<file path="src/rtl/core/circular_buffer_deque_assert.svh">
// Assertion macros used by the circular buffer deque top level.
`ifndef CIRCULAR_BUFFER_DEQUE_ASSERT_SVH
`define CIRCULAR_BUFFER_DEQUE_ASSERT_SVH

// Same-cycle implication, checked on every rising edge outside reset.
`define CDQ_ASSERT_NOW(lbl, ante, cons, msg) \
    lbl: assert property (@(posedge clk) disable iff (!rst_n) (ante) |-> (cons)) \
        else $error(msg);

// Next-cycle implication, checked on every rising edge outside reset.
`define CDQ_ASSERT_NEXT(lbl, ante, cons, msg) \
    lbl: assert property (@(posedge clk) disable iff (!rst_n) (ante) |=> (cons)) \
        else $error(msg);

`endif

</file>
<file path="src/rtl/core/cdq_pkg.sv">
// Package with the types and constants of the circular buffer deque.
package cdq_pkg;

    localparam int DEPTH  = 16;
    localparam int IDX_W  = $clog2(DEPTH);
    localparam int CNT_W  = 5;
    localparam int DATA_W = 32;
    localparam int REQ_W  = 3;

    typedef enum logic [REQ_W-1:0] {
        REQ_PUSH_FRONT = 3'd0,
        REQ_PUSH_REAR  = 3'd1,
        REQ_POP_FRONT  = 3'd2,
        REQ_POP_REAR   = 3'd3,
        REQ_PEEK_FRONT = 3'd4,
        REQ_PEEK_REAR  = 3'd5
    } req_t;

    // What a cell loads at the next edge.
    typedef enum logic [1:0] {
        CELL_HOLD       = 2'd0,
        CELL_FROM_LEFT  = 2'd1,
        CELL_FROM_RIGHT = 2'd2,
        CELL_LOAD       = 2'd3
    } cell_op_t;

    typedef struct packed {
        cell_op_t op;
    } cell_ctl_t;

endpackage

</file>
<file path="src/rtl/core/cdq_req_if.sv">
// Request channel interface of the circular buffer deque.
interface cdq_req_if;
    logic                        valid;
    logic                        ready;
    logic [cdq_pkg::REQ_W-1:0]   req_type;
    logic signed [cdq_pkg::DATA_W-1:0] push_value;

    modport source (output valid, output req_type, output push_value, input ready);
    modport sink (input valid, input req_type, input push_value, output ready);
endinterface

</file>
<file path="src/rtl/core/cdq_res_if.sv">
// Result channel interface of the circular buffer deque.
interface cdq_res_if;
    logic                              valid;
    logic                              ready;
    logic                              ok;
    logic signed [cdq_pkg::DATA_W-1:0] read_value;
    logic [cdq_pkg::CNT_W-1:0]         count;
    logic                              is_empty;
    logic                              is_full;

    modport source (output valid, output ok, output read_value, output count,
                    output is_empty, output is_full, input ready);
    modport sink (input valid, input ok, input read_value, input count,
                  input is_empty, input is_full, output ready);
endinterface

</file>
<file path="src/rtl/core/cdq_cell.sv">
// One storage cell of the deque's shifting chain.
module cdq_cell (
    input  logic                      clk,
    input  cdq_pkg::cell_ctl_t        ctl,
    input  logic [cdq_pkg::DATA_W-1:0] left_data,
    input  logic [cdq_pkg::DATA_W-1:0] right_data,
    input  logic [cdq_pkg::DATA_W-1:0] load_data,
    output logic [cdq_pkg::DATA_W-1:0] data
);
    import cdq_pkg::*;

    logic [DATA_W-1:0] data_reg;

    always_ff @(posedge clk)
    begin
        case (ctl.op)
            CELL_FROM_LEFT:  data_reg <= left_data;
            CELL_FROM_RIGHT: data_reg <= right_data;
            CELL_LOAD:       data_reg <= load_data;
            default:         data_reg <= data_reg;
        endcase
    end

    assign data = data_reg;
endmodule

</file>
<file path="src/rtl/core/circular_buffer_deque.sv">
// Top level of the circular buffer deque: request control and the cell chain.
//
// The deque takes requests on the req channel (valid/ready, req_type and
// push_value) and returns exactly one result per request on the res channel.
// Elements live in a row of cells with the front element always in cell 0;
// a push or pop at the front shifts the whole row by one cell, while a push
// at the rear loads the cell just past the last element.
// A request is decoded and executed in the cycle it is accepted, and its
// result sits in the output register from the next cycle.  One request can
// be accepted every cycle while the receiver takes each result.  The output
// register separates the two sides, so a new request is taken whenever the
// register is empty or its result is being taken in the same cycle.  When
// the receiver stalls, the result stays put and req.ready falls until it
// goes.  Reset empties the deque and sets the capacity to sixteen; the cell
// contents are left as they are.  A write on cfg_we sets the capacity (zero
// becomes one, anything above sixteen becomes sixteen) and empties the deque;
// the user must make it only while no request is in flight; no check is made.

`include "circular_buffer_deque_assert.svh"

module circular_buffer_deque (
    input  logic                       clk,
    input  logic                       rst_n,
    cdq_req_if.sink                    req,
    cdq_res_if.source                  res,
    input  logic                       cfg_we,
    input  logic [cdq_pkg::CNT_W-1:0]  cfg_wdata
);
    import cdq_pkg::*;

    // Control state.
    logic [CNT_W-1:0] count_reg;
    logic [CNT_W-1:0] count_next;
    logic [CNT_W-1:0] cap_reg;
    logic [CNT_W-1:0] cap_next;
    logic             res_valid_reg;

    // Result payload, held while the receiver stalls.
    logic              ok_reg;
    logic              ok_next;
    logic [DATA_W-1:0] read_value_reg;
    logic [DATA_W-1:0] read_value_next;
    logic [CNT_W-1:0]  count_out_reg;
    logic              is_empty_reg;
    logic              is_full_reg;

    logic              accept;
    logic              empty;
    logic              full;
    logic [CNT_W-1:0]  count_m1;
    logic [IDX_W-1:0]  rear_idx;
    logic [IDX_W-1:0]  push_idx;
    logic [DATA_W-1:0] push_data;

    cell_ctl_t         cell_ctl  [DEPTH];
    logic [DATA_W-1:0] cell_data [DEPTH];

    // A new request may enter whenever the output register is free or is
    // being emptied in this very cycle.
    assign req.ready = !res_valid_reg || res.ready;
    assign accept    = req.valid && req.ready;

    assign empty     = (count_reg == '0);
    assign full      = (count_reg >= cap_reg);
    assign count_m1  = count_reg - CNT_W'(1);
    assign rear_idx  = count_m1[IDX_W-1:0];
    // A rear push only happens when not full, so the count is below DEPTH.
    assign push_idx  = count_reg[IDX_W-1:0];
    assign push_data = req.push_value;

    // Request decode: the result and the move each cell makes.
    always_comb
    begin
        ok_next         = 1'b0;
        read_value_next = '1;
        count_next      = count_reg;
        for (int i = 0; i < DEPTH; i++)
        begin
            cell_ctl[i].op = CELL_HOLD;
        end

        if (accept)
        begin
            case (req.req_type)
                REQ_PUSH_FRONT:
                begin
                    if (!full)
                    begin
                        ok_next    = 1'b1;
                        count_next = count_reg + CNT_W'(1);
                        for (int i = 0; i < DEPTH; i++)
                        begin
                            cell_ctl[i].op = CELL_FROM_LEFT;
                        end
                    end
                end
                REQ_PUSH_REAR:
                begin
                    if (!full)
                    begin
                        ok_next    = 1'b1;
                        count_next = count_reg + CNT_W'(1);
                        cell_ctl[push_idx].op = CELL_LOAD;
                    end
                end
                REQ_POP_FRONT:
                begin
                    if (!empty)
                    begin
                        ok_next         = 1'b1;
                        read_value_next = cell_data[0];
                        count_next      = count_m1;
                        for (int i = 0; i < DEPTH; i++)
                        begin
                            cell_ctl[i].op = CELL_FROM_RIGHT;
                        end
                    end
                end
                REQ_POP_REAR:
                begin
                    if (!empty)
                    begin
                        ok_next         = 1'b1;
                        read_value_next = cell_data[rear_idx];
                        count_next      = count_m1;
                    end
                end
                REQ_PEEK_FRONT:
                begin
                    if (!empty)
                    begin
                        ok_next         = 1'b1;
                        read_value_next = cell_data[0];
                    end
                end
                REQ_PEEK_REAR:
                begin
                    if (!empty)
                    begin
                        ok_next         = 1'b1;
                        read_value_next = cell_data[rear_idx];
                    end
                end
                default:
                begin
                    // Unused request codes change nothing and report failure.
                    ok_next = 1'b0;
                end
            endcase
        end
    end

    // Capacity written through the configuration port is clamped to 1..DEPTH.
    always_comb
    begin
        if (cfg_wdata == '0)
            cap_next = CNT_W'(1);
        else if (cfg_wdata > CNT_W'(DEPTH))
            cap_next = CNT_W'(DEPTH);
        else
            cap_next = cfg_wdata;
    end

    // The row of cells. Cell 0 takes the pushed value from its left, and the
    // last cell refills from itself when the row shifts towards the front.
    for (genvar g = 0; g < DEPTH; g++)
    begin : g_cell
        cdq_cell u_cell (
            .clk        (clk),
            .ctl        (cell_ctl[g]),
            .left_data  ((g == 0) ? push_data : cell_data[(g == 0) ? 0 : g - 1]),
            .right_data (cell_data[(g == DEPTH - 1) ? g : g + 1]),
            .load_data  (push_data),
            .data       (cell_data[g])
        );
    end

    // Control registers. A capacity write also empties the deque.
    always_ff @(posedge clk or negedge rst_n)
    begin
        if (!rst_n)
        begin
            count_reg     <= '0;
            cap_reg       <= CNT_W'(DEPTH);
            res_valid_reg <= 1'b0;
        end
        else
        begin
            if (cfg_we)
            begin
                cap_reg   <= cap_next;
                count_reg <= '0;
            end
            else
            begin
                count_reg <= count_next;
            end

            if (accept)
                res_valid_reg <= 1'b1;
            else if (res.ready)
                res_valid_reg <= 1'b0;
        end
    end

    // Result payload register.
    always_ff @(posedge clk)
    begin
        if (accept)
        begin
            ok_reg         <= ok_next;
            read_value_reg <= read_value_next;
            count_out_reg  <= count_next;
            is_empty_reg   <= (count_next == '0);
            is_full_reg    <= (count_next == cap_reg);
        end
    end

    assign res.valid      = res_valid_reg;
    assign res.ok         = ok_reg;
    assign res.read_value = read_value_reg;
    assign res.count      = count_out_reg;
    assign res.is_empty   = is_empty_reg;
    assign res.is_full    = is_full_reg;

    // The count never exceeds the capacity, and the capacity stays in range.
    `CDQ_ASSERT_NOW(a_count_le_cap, 1'b1, count_reg <= cap_reg, "count above capacity")
    `CDQ_ASSERT_NOW(a_cap_range, 1'b1, (cap_reg != '0) && (cap_reg <= CNT_W'(DEPTH)),
                    "capacity out of range")
    // A capacity write leaves the deque empty.
    `CDQ_ASSERT_NEXT(a_cfg_empties, cfg_we, count_reg == '0, "capacity write did not empty")
    // A successful push grows the count by exactly one.
    `CDQ_ASSERT_NEXT(a_push_grows,
                     accept && !cfg_we && !full &&
                     (req.req_type == REQ_PUSH_FRONT || req.req_type == REQ_PUSH_REAR),
                     count_reg == $past(count_reg) + CNT_W'(1), "push did not grow count")
endmodule

</file>
<file path="src/flat_wrapper.sv">
// flat-port wrapper written by rule: the top's interface ports become plain ports
module circular_buffer_deque_flat import cdq_pkg::*;
  (clk, rst_n, cfg_we, cfg_wdata, req_valid, req_req_type, req_push_value, req_ready, res_valid, res_ok, res_read_value, res_count, res_is_empty, res_is_full, res_ready);
  cdq_req_if req_i ();
  cdq_res_if res_i ();
  input  logic clk;
  input  logic rst_n;
  input  logic cfg_we;
  input  logic [cdq_pkg::CNT_W-1:0] cfg_wdata;
  input wire logic [$bits(req_i.valid)-1:0] req_valid;
  input wire logic [$bits(req_i.req_type)-1:0] req_req_type;
  input wire logic [$bits(req_i.push_value)-1:0] req_push_value;
  output wire logic [$bits(req_i.ready)-1:0] req_ready;
  output wire logic [$bits(res_i.valid)-1:0] res_valid;
  output wire logic [$bits(res_i.ok)-1:0] res_ok;
  output wire logic [$bits(res_i.read_value)-1:0] res_read_value;
  output wire logic [$bits(res_i.count)-1:0] res_count;
  output wire logic [$bits(res_i.is_empty)-1:0] res_is_empty;
  output wire logic [$bits(res_i.is_full)-1:0] res_is_full;
  input wire logic [$bits(res_i.ready)-1:0] res_ready;
  assign req_i.valid = req_valid;
  assign req_i.req_type = req_req_type;
  assign req_i.push_value = req_push_value;
  assign req_ready = req_i.ready;
  assign res_valid = res_i.valid;
  assign res_ok = res_i.ok;
  assign res_read_value = res_i.read_value;
  assign res_count = res_i.count;
  assign res_is_empty = res_i.is_empty;
  assign res_is_full = res_i.is_full;
  assign res_i.ready = res_ready;
  circular_buffer_deque u_core (.clk(clk), .rst_n(rst_n), .req(req_i), .res(res_i), .cfg_we(cfg_we), .cfg_wdata(cfg_wdata));
endmodule
</file>
<file path="config.mk">
export PLATFORM = sky130hd
export DESIGN_NAME = circular_buffer_deque_flat
export DESIGN_NICKNAME = d
export VERILOG_FILES = /design/src/rtl/core/cdq_pkg.sv /design/src/rtl/core/cdq_req_if.sv /design/src/rtl/core/cdq_res_if.sv /design/src/rtl/core/cdq_cell.sv /design/src/rtl/core/circular_buffer_deque.sv /design/src/flat_wrapper.sv
export VERILOG_INCLUDE_DIRS = /design/src /design/src/rtl/core
export SDC_FILE = /design/constraint.sdc
export NUM_CORES = 1
export LEC_CHECK = 0
export ABC_CLOCK_PERIOD_IN_PS = 11200
export BUFFER_PORTS_ARGS = -buffer_cell sky130_fd_sc_hd__buf_2
export CORE_MARGIN = 5
export CORE_UTILIZATION = 30
export CTS_BUF_LIST = sky130_fd_sc_hd__clkbuf_4 sky130_fd_sc_hd__clkbuf_8 sky130_fd_sc_hd__clkbuf_16
export DETAILED_ROUTE_END_ITERATION = 12
export HOLD_SLACK_MARGIN = 0.12
export PLACE_DENSITY_LB_ADDON = 0.15
export SYNTH_ARGS = -nofsm -noshare
export SYNTH_HDL_FRONTEND = slang
export SYNTH_SLANG_ARGS = --single-unit
</file>
<file path="constraint.sdc">
create_clock -name clk -period 11.2 [get_ports clk]
set_clock_uncertainty 0.1 [all_clocks]
set_input_delay 1.68 -clock clk [delete_from_list [all_inputs] [get_ports clk]]
set_output_delay 1.68 -clock clk [all_outputs]
set_load 0.01 [all_outputs]
</file>
==> impl_metrics.ini, run 1 <==
[detailed_routing]
drc = 0
drtIter0Drc = 4433
antenna_left = 0
wl_per_cell_um = 28.98
finalWirelength_um = 107800
firstDrtPassIters = 7
avgViaCountPerCell = 5.955
num_vias = 22158

[logic_synthesis]
yosysTopAreaCellShare_pct = 54.35
synth.cells.most_frequent = edfxtp_1 (552), inv_1 (427), a222oi_1 (352)
ys_warn_count = 0
ys_ff_latch = 563
syn-cell-area_um2 = 30500
synth_most_common_cell = edfxtp_1
synth_flop_cell = edfxtp_1
syn_inst = 2336
synth_area_leaders = edfxtp_1 (54%), a222oi_1 (12%), mux4_2 (9.5%), inv_1 (5.3%), mux2_2 (3.5%)
seq_area_frac_synth_pct = 55.26
synth-edff-count = 552
ys_types = 62
synth_top_cell_by_area = edfxtp_1
synthArstFlopShare_pct = 1.954
synth_fp_nets = 2391
synth.avg_cell_area_um2 = 13.06

[grt]
grt_pass1_wl_um = 155800
antenna_found_initial = 4
grt_max_degree = 202
grt-ovfl-total = 0
grt.total_usage_pct = 19.23
grt_pass1_vias = 22496

[run_status]
outcome = complete, no violations

[clocking]
root_buffer = clkbuf_16
post-cts-setup-buffer-count = 0
cts_inserted_buffers = 69
cts.clk_slew.worst_paths_ps = 60
clock_latency_ps = 640
cts_tree = built
h-tree-depth = 3
postCtsHoldBufs = 0
cts_sinks = 563
cts_max_path_buffers = 3
cts.repair.resized = 0

[power]
power_frac_comb_pct = 7.1
p_sw_share_pct = 23.73
p_int_uw = 3746
vdd_ir_drop_max_uv = 100.4
leakage_uw = 0.01200
p_sw_uw = 1166
p_clk_share_pct = 45.3
seqPwrFrac_pct = 47.6
cellPowerDensity_nw_per_um2 = 142.5

[layout]
fillers = 9820
layout-drive-gt1-share_pct = 22.66
final_nets = 2355
areaGrowthSynthToFinish_pct = 12.99
fin_util_pct = 33.97
largest_reg_flops = 512

[sta]
finalHoldViolCount = 0
max_clock_freq_mhz = 192.2
slew_headroom_pct = 9.454
finalSetupViolCount = 0
rsz0062_at_grt = false
min_period_ps = 5203
setup_tns_ps = 0
worst_slack_ps = 5997
period_share_pct = 46.46
drv_slew = 0
tightest_slew_ps = 1355

[worst_setup_path]
arrival_ps = 5590
start_kind = flop
worstPathMaxFanout = 201
critPathCaptureType = flop
path_cells = inv_1 > ha_4 > nor4b_2 > or3_1 > nor3_4 > buf_4 > buf_12 > buf_4 > a222oi_1 > inv_1
required_ps = 11590
crit_slowest_cell = buf_4
critical_path_class = reg2reg
max_stage_delay_ps = 800

[die]
dieWidth_um = 328.9
fp-row-count = 117
initial_utilization_pct = 30.06
ios = 87
fp.coreArea_um2 = 101400
die-area_um2 = 108100
die_h_um = 328.9

[placement]
dpl.hpwl_um = 60660
port_buffers = 86
place_congestion = 0.7714
post-place-ws_ps = 5358

[flow_run]
drv_cap = 0

[hold_path]
hp-class = reg2reg
power groups by stage:
stage                     logic (uW)  clock network, uW  registers [uW]
after detailed placement         355                  0            2380
after global routing             378               2360            2340
after CTS                        356               2280            2340
final                            351               2220            2340
after global placement           352                  0            2380
after floorplan                  231                  0            2370
routing by layer:
metal / wire [um] / track usage, % / up-vias
li1: - / - / 9353
met1: 44430 / 26.20 / 11402
met2: 51150 / 31.52 / 1238
met3: 9573 / 3.351 / 161
met4: 2661 / 5.731 / 4
met5: 29 / 0 / -
logic make-up after synthesis:
logic type | count (synthesis) | share of synthesized area, %
XOR/XNOR | 8 | 0.2749
flip-flops | 563 | 55.26
AND/OR/NAND/NOR | 173 | 2.630
multiplexers | 258 | 14.12
adder cells (fa/ha/maj) | 10 | 0.4102
AO/OA/AOI/OAI | 660 | 18.36
buffers and inverters | 664 | 8.951
layout make-up:
cell class | instances | area, um2 | area share, %
Sequential cell | 563 | 16860 | 48.91
Multi-Input combinational cell | 1109 | 11290 | 32.78
Clock buffer | 92 | 1899 | 5.512
Tap cell | 1368 | 1712 | 4.967
Inverter | 428 | 1607 | 4.662
Timing Repair Buffer | 129 | 780.7 | 2.266
Clock inverter | 31 | 309.0 | 0.8968
Antenna cell | 1 | 2.502 | 0.007262
path summary, 6_finish.rpt:
check / from / end / slack (ps) / cells past startpoint
setup / recovery: u_core.count_reg[0]$_DFF_PN0_ / u_core.g_cell[11].u_cell.data[18]$_DFFE_PP_ / 6000 / 10
hold / removal: u_core.cap_reg[4]$_DFFE_PN1P_ / u_core.cap_reg[4]$_DFFE_PN1P_ / 450 / 2
setup reg to reg: u_core.count_reg[0]$_DFF_PN0_ / u_core.g_cell[11].u_cell.data[18]$_DFFE_PP_ / 6000 / 10
hold reg to reg: u_core.cap_reg[4]$_DFFE_PN1P_ / u_core.cap_reg[4]$_DFFE_PN1P_ / 450 / 2
max in group asynchronous: rst_n / u_core.cap_reg[4]$_DFFE_PN1P_ / 9910 / 1
min in group asynchronous: rst_n / u_core.cap_reg[0]$_DFFE_PN0P_ / 820 / 1
cell usage in the layout (no fill, tap or decap), types with 11 or more instances in the layout:
cell type and count:
a21o_1 33, edfxtp_1 552, o211ai_1 32, mux2i_1 32
buf_2 85, o21ai_1 21, nand2_1 90, nor2_4 18
o21ai_0 85, inv_1 427, buf_4 42, mux4_2 128
clkinv_1 11, mux2_2 96, a22o_1 32, clkbuf_16 69
a22oi_1 66, clkbuf_4 23, a222oi_1 352
through the flow:
stage / hold slack [ps] / cells / instance area [um2] / total power, uW
after floorplan: 398.1 / 2336 / 30500 / 2604
after global placement: 460.6 / 3597 / 32250 / 2731
after detailed placement: 460.8 / 3597 / 32250 / 2735
after CTS: 469.5 / 3720 / 34460 / 4970
after global routing: 489.1 / 3720 / 34460 / 5076
final: 451.9 / 3721 / 34460 / 4912
critical path, delay by kind of cell (launching register included):
kind,cells,cell delay [ps]
AO/OA/AOI/OAI,1,290
adder cells (fa/ha/maj),1,260
AND/OR/NAND/NOR,3,950
buffers and inverters,5,2420
flip-flops,1,760
Power figures use the tool's default switching activity.
==> run 2, diff against run 1 <==
--- a/config.mk
+++ b/config.mk
@@ -6,7 +6,8 @@
 export SDC_FILE = /design/constraint.sdc
 export NUM_CORES = 1
 export LEC_CHECK = 0
-export ABC_CLOCK_PERIOD_IN_PS = 11200
+export ABC_AREA = 1
+export ABC_CLOCK_PERIOD_IN_PS = 4200
 export BUFFER_PORTS_ARGS = -buffer_cell sky130_fd_sc_hd__buf_2
 export CORE_MARGIN = 5
 export CORE_UTILIZATION = 30
==> constraint.sdc (replaced) <==
create_clock -name clk -period 4.2 [get_ports clk]
set_clock_uncertainty 0.1 [all_clocks]
set_input_delay 0.63 -clock clk [delete_from_list [all_inputs] [get_ports clk]]
set_output_delay 0.63 -clock clk [all_outputs]
set_load 0.01 [all_outputs]
==> run 2 against run 1 <==
Net effect: power rose to 2.9 times the previous value; sequential power grew to 2.7 times the previous value; combinational power increased to 5.0 times the previous value; non-clock buffer count up 45; register-to-register slack got worse by 5400 ps; worst hold slack worse by 290 ps.
==> impl_metrics.ini, run 2 <==
[clocking]
cts_sinks = 563
cts_inserted_buffers = 72
postCtsHoldBufs = 1
root_buffer = clkbuf_16
clock_latency_ps = 640
cts_tree = built
cts_max_path_buffers = 3
cts.clk_slew.worst_paths_ps = 50
post-cts-setup-buffer-count = 0
cts.repair.resized = 0
h-tree-depth = 3

[hold_path]
min_from = cfg_wdata[0]
min_path_cells = 3
hp-class = in2reg

[flow_run]
drv_cap = 0

[die]
die_h_um = 332
initial_utilization_pct = 30.14
dieWidth_um = 332
fp-row-count = 118
fp.coreArea_um2 = 103200
ios = 87
die-area_um2 = 110200

[detailed_routing]
antenna_left = 0
num_vias = 28110
drc = 0
wl_per_cell_um = 28.65
firstDrtPassIters = 6
drtIter0Drc = 3576
avgViaCountPerCell = 5.820
finalWirelength_um = 138400

[layout]
areaGrowthSynthToFinish_pct = 14.13
final_cell_mix = nand2_1 (998), edfxtp_1 (552), o21ai_0 (366)
layout-drive-gt1-share_pct = 10.58
layout.cells.non_filler = 4830
final_cell_area_um2 = 35500
n_antenna_cell = 0
largest_reg_flops = 512
final_nets = 3452
final_common_cell = nand2_1

[logic_synthesis]
ys_warn_count = 0
synthMuxAreaShare_pct = 0
synth_flop_cell = edfxtp_1
seq_area_frac_synth_pct = 54.18
synth_most_common_cell = nand2_1
synth-xor-area-share_pct = 0.05632
synth.cells.most_frequent = nand2_1 (1017), edfxtp_1 (552), o21ai_0 (367)
synth.avg_cell_area_um2 = 9.019
ys_types = 38
yosysTopAreaCellShare_pct = 53.29
synth_compound_area_share_pct = 21.28
ys_ff_latch = 563
synth-edff-count = 552
synth_top_cell_by_area = edfxtp_1
synth_top_family_by_area = compound AO/OA/AOI/OAI gates
synth_area_leaders = edfxtp_1 (53%), nand2_1 (12%), a22oi_1 (6.5%), o21ai_0 (5.9%), o221ai_1 (3.6%)
synth-simple-area-share_pct = 18.56
syn-cell-area_um2 = 31100
synthAdderAreaFrac_pct = 0.4023
synth_fp_nets = 3504
syn_inst = 3449
synthArstFlopShare_pct = 1.954

[worst_setup_path]
critical_path_class = reg2reg
worstPathMaxFanout = 64
arrival_ps = 3990
timing.rr.start = u_core.count_reg[1]$_DFF_PN0_
r2r_cells = 11
crit_start = u_core.count_reg[1]$_DFF_PN0_
required_ps = 4590
critPathCaptureType = flop
start_kind = flop

[sta]
setup_tns_ps = 0
period_share_pct = 85.63
tightest_slew_ps = 1285
worst_slack_ps = 603.4
min_period_ps = 3597
rsz0062_at_grt = false
slew_headroom_pct = 14.31
drv_slew = 0
finalSetupViolCount = 0
finalHoldViolCount = 0
max_clock_freq_mhz = 278.0

[placement]
port_buffers = 86
place_congestion = 0.8007
dpl.hpwl_um = 79330
post-place-ws_ps = 654.0
dp_cells = 4702
postPlaceCellArea_um2 = 33170

[grt]
grt-ovfl-total = 0
grt.total_usage_pct = 24.02
antenna_found_initial = 7
grt_max_degree = 191
grt_pass1_wl_um = 196700
grt_pass1_vias = 26760

[power]
cellPowerDensity_nw_per_um2 = 407.5
vdd_ir_drop_max_uv = 257.9
leakage_uw = 0.01303

[run_status]
outcome = complete, no violations
-- run 2: worst max-delay path: stages, from the launching register on --
cell and delay [ps]:
dfrtp_1 480, inv_1 170, ha_4 390, inv_4 750
buf_4 410, buf_4 290, o21ai_0 110, o221ai_1 250
nand3_1 170, nand2_1 100, nand2_1 50, nand2_1 100
-- run 2: report_power, final --
part | switching (uW) | internal [uW]
logic | 1300 | 454
clock network | 2590 | 3710
registers | 96.9 | 6310
total | 3990 | 10500
-- run 2: per-stage QoR --
| step | utilization, % | hold WS (ps) | power [uW] |
|---|---|---|---|
| finish | 34.40 | 159.1 | 14470 |
| global route | 34.40 | 142.8 | 14910 |
| CTS | 34.40 | 122.3 | 14540 |
| detailed placement | 32.14 | 418.0 | 8242 |
| global placement | 32.14 | 417.4 | 8244 |
| floorplan | - | 234.4 | 7478 |
-- run 2: metal layers --
metal  track usage (%)  routed length [um]  vias up
met2             37.44               61600     1593
met5                 0                   8        -
li1                  -                   -    12373
met1             33.14               58150    13866
met3             5.683               13720      276
met4             7.699                4910        2
-- run 2: area by class of cell --
class                      count  area (um2)
inverter                     111       426.7
timing repair buffer         174        1444
tap                         1380        1727
clock inverter                30       276.5
fill                       10642       67700
clock buffer                  97        2042
multi-input combinational   2475       12730
sequential                   563       16860
-- run 2: path summary, 6_finish.rpt --
path / endpoint / slack, ps
hold / removal: u_core.cap_reg[0]$_DFFE_PN0P_ / 160
hold reg to reg: u_core.cap_reg[4]$_DFFE_PN1P_ / 430
max in group asynchronous: u_core.cap_reg[4]$_DFFE_PN1P_ / 3430
setup reg to reg: u_core.res.read_value[4]$_DFFE_PP_ / 600
min in group asynchronous: u_core.count_reg[4]$_DFF_PN0_ / 290
setup / recovery: u_core.res.read_value[4]$_DFFE_PP_ / 600
-- run 2: cells by family (layout without fill, tap and decap cells) --
kind of cell	after synthesis	count (layout)
buf+inv	411	412
fa+ha+maj	10	10
simple gates	1454	1454
compound gates	1009	1009
flops	563	563
xor+xnor	2	2
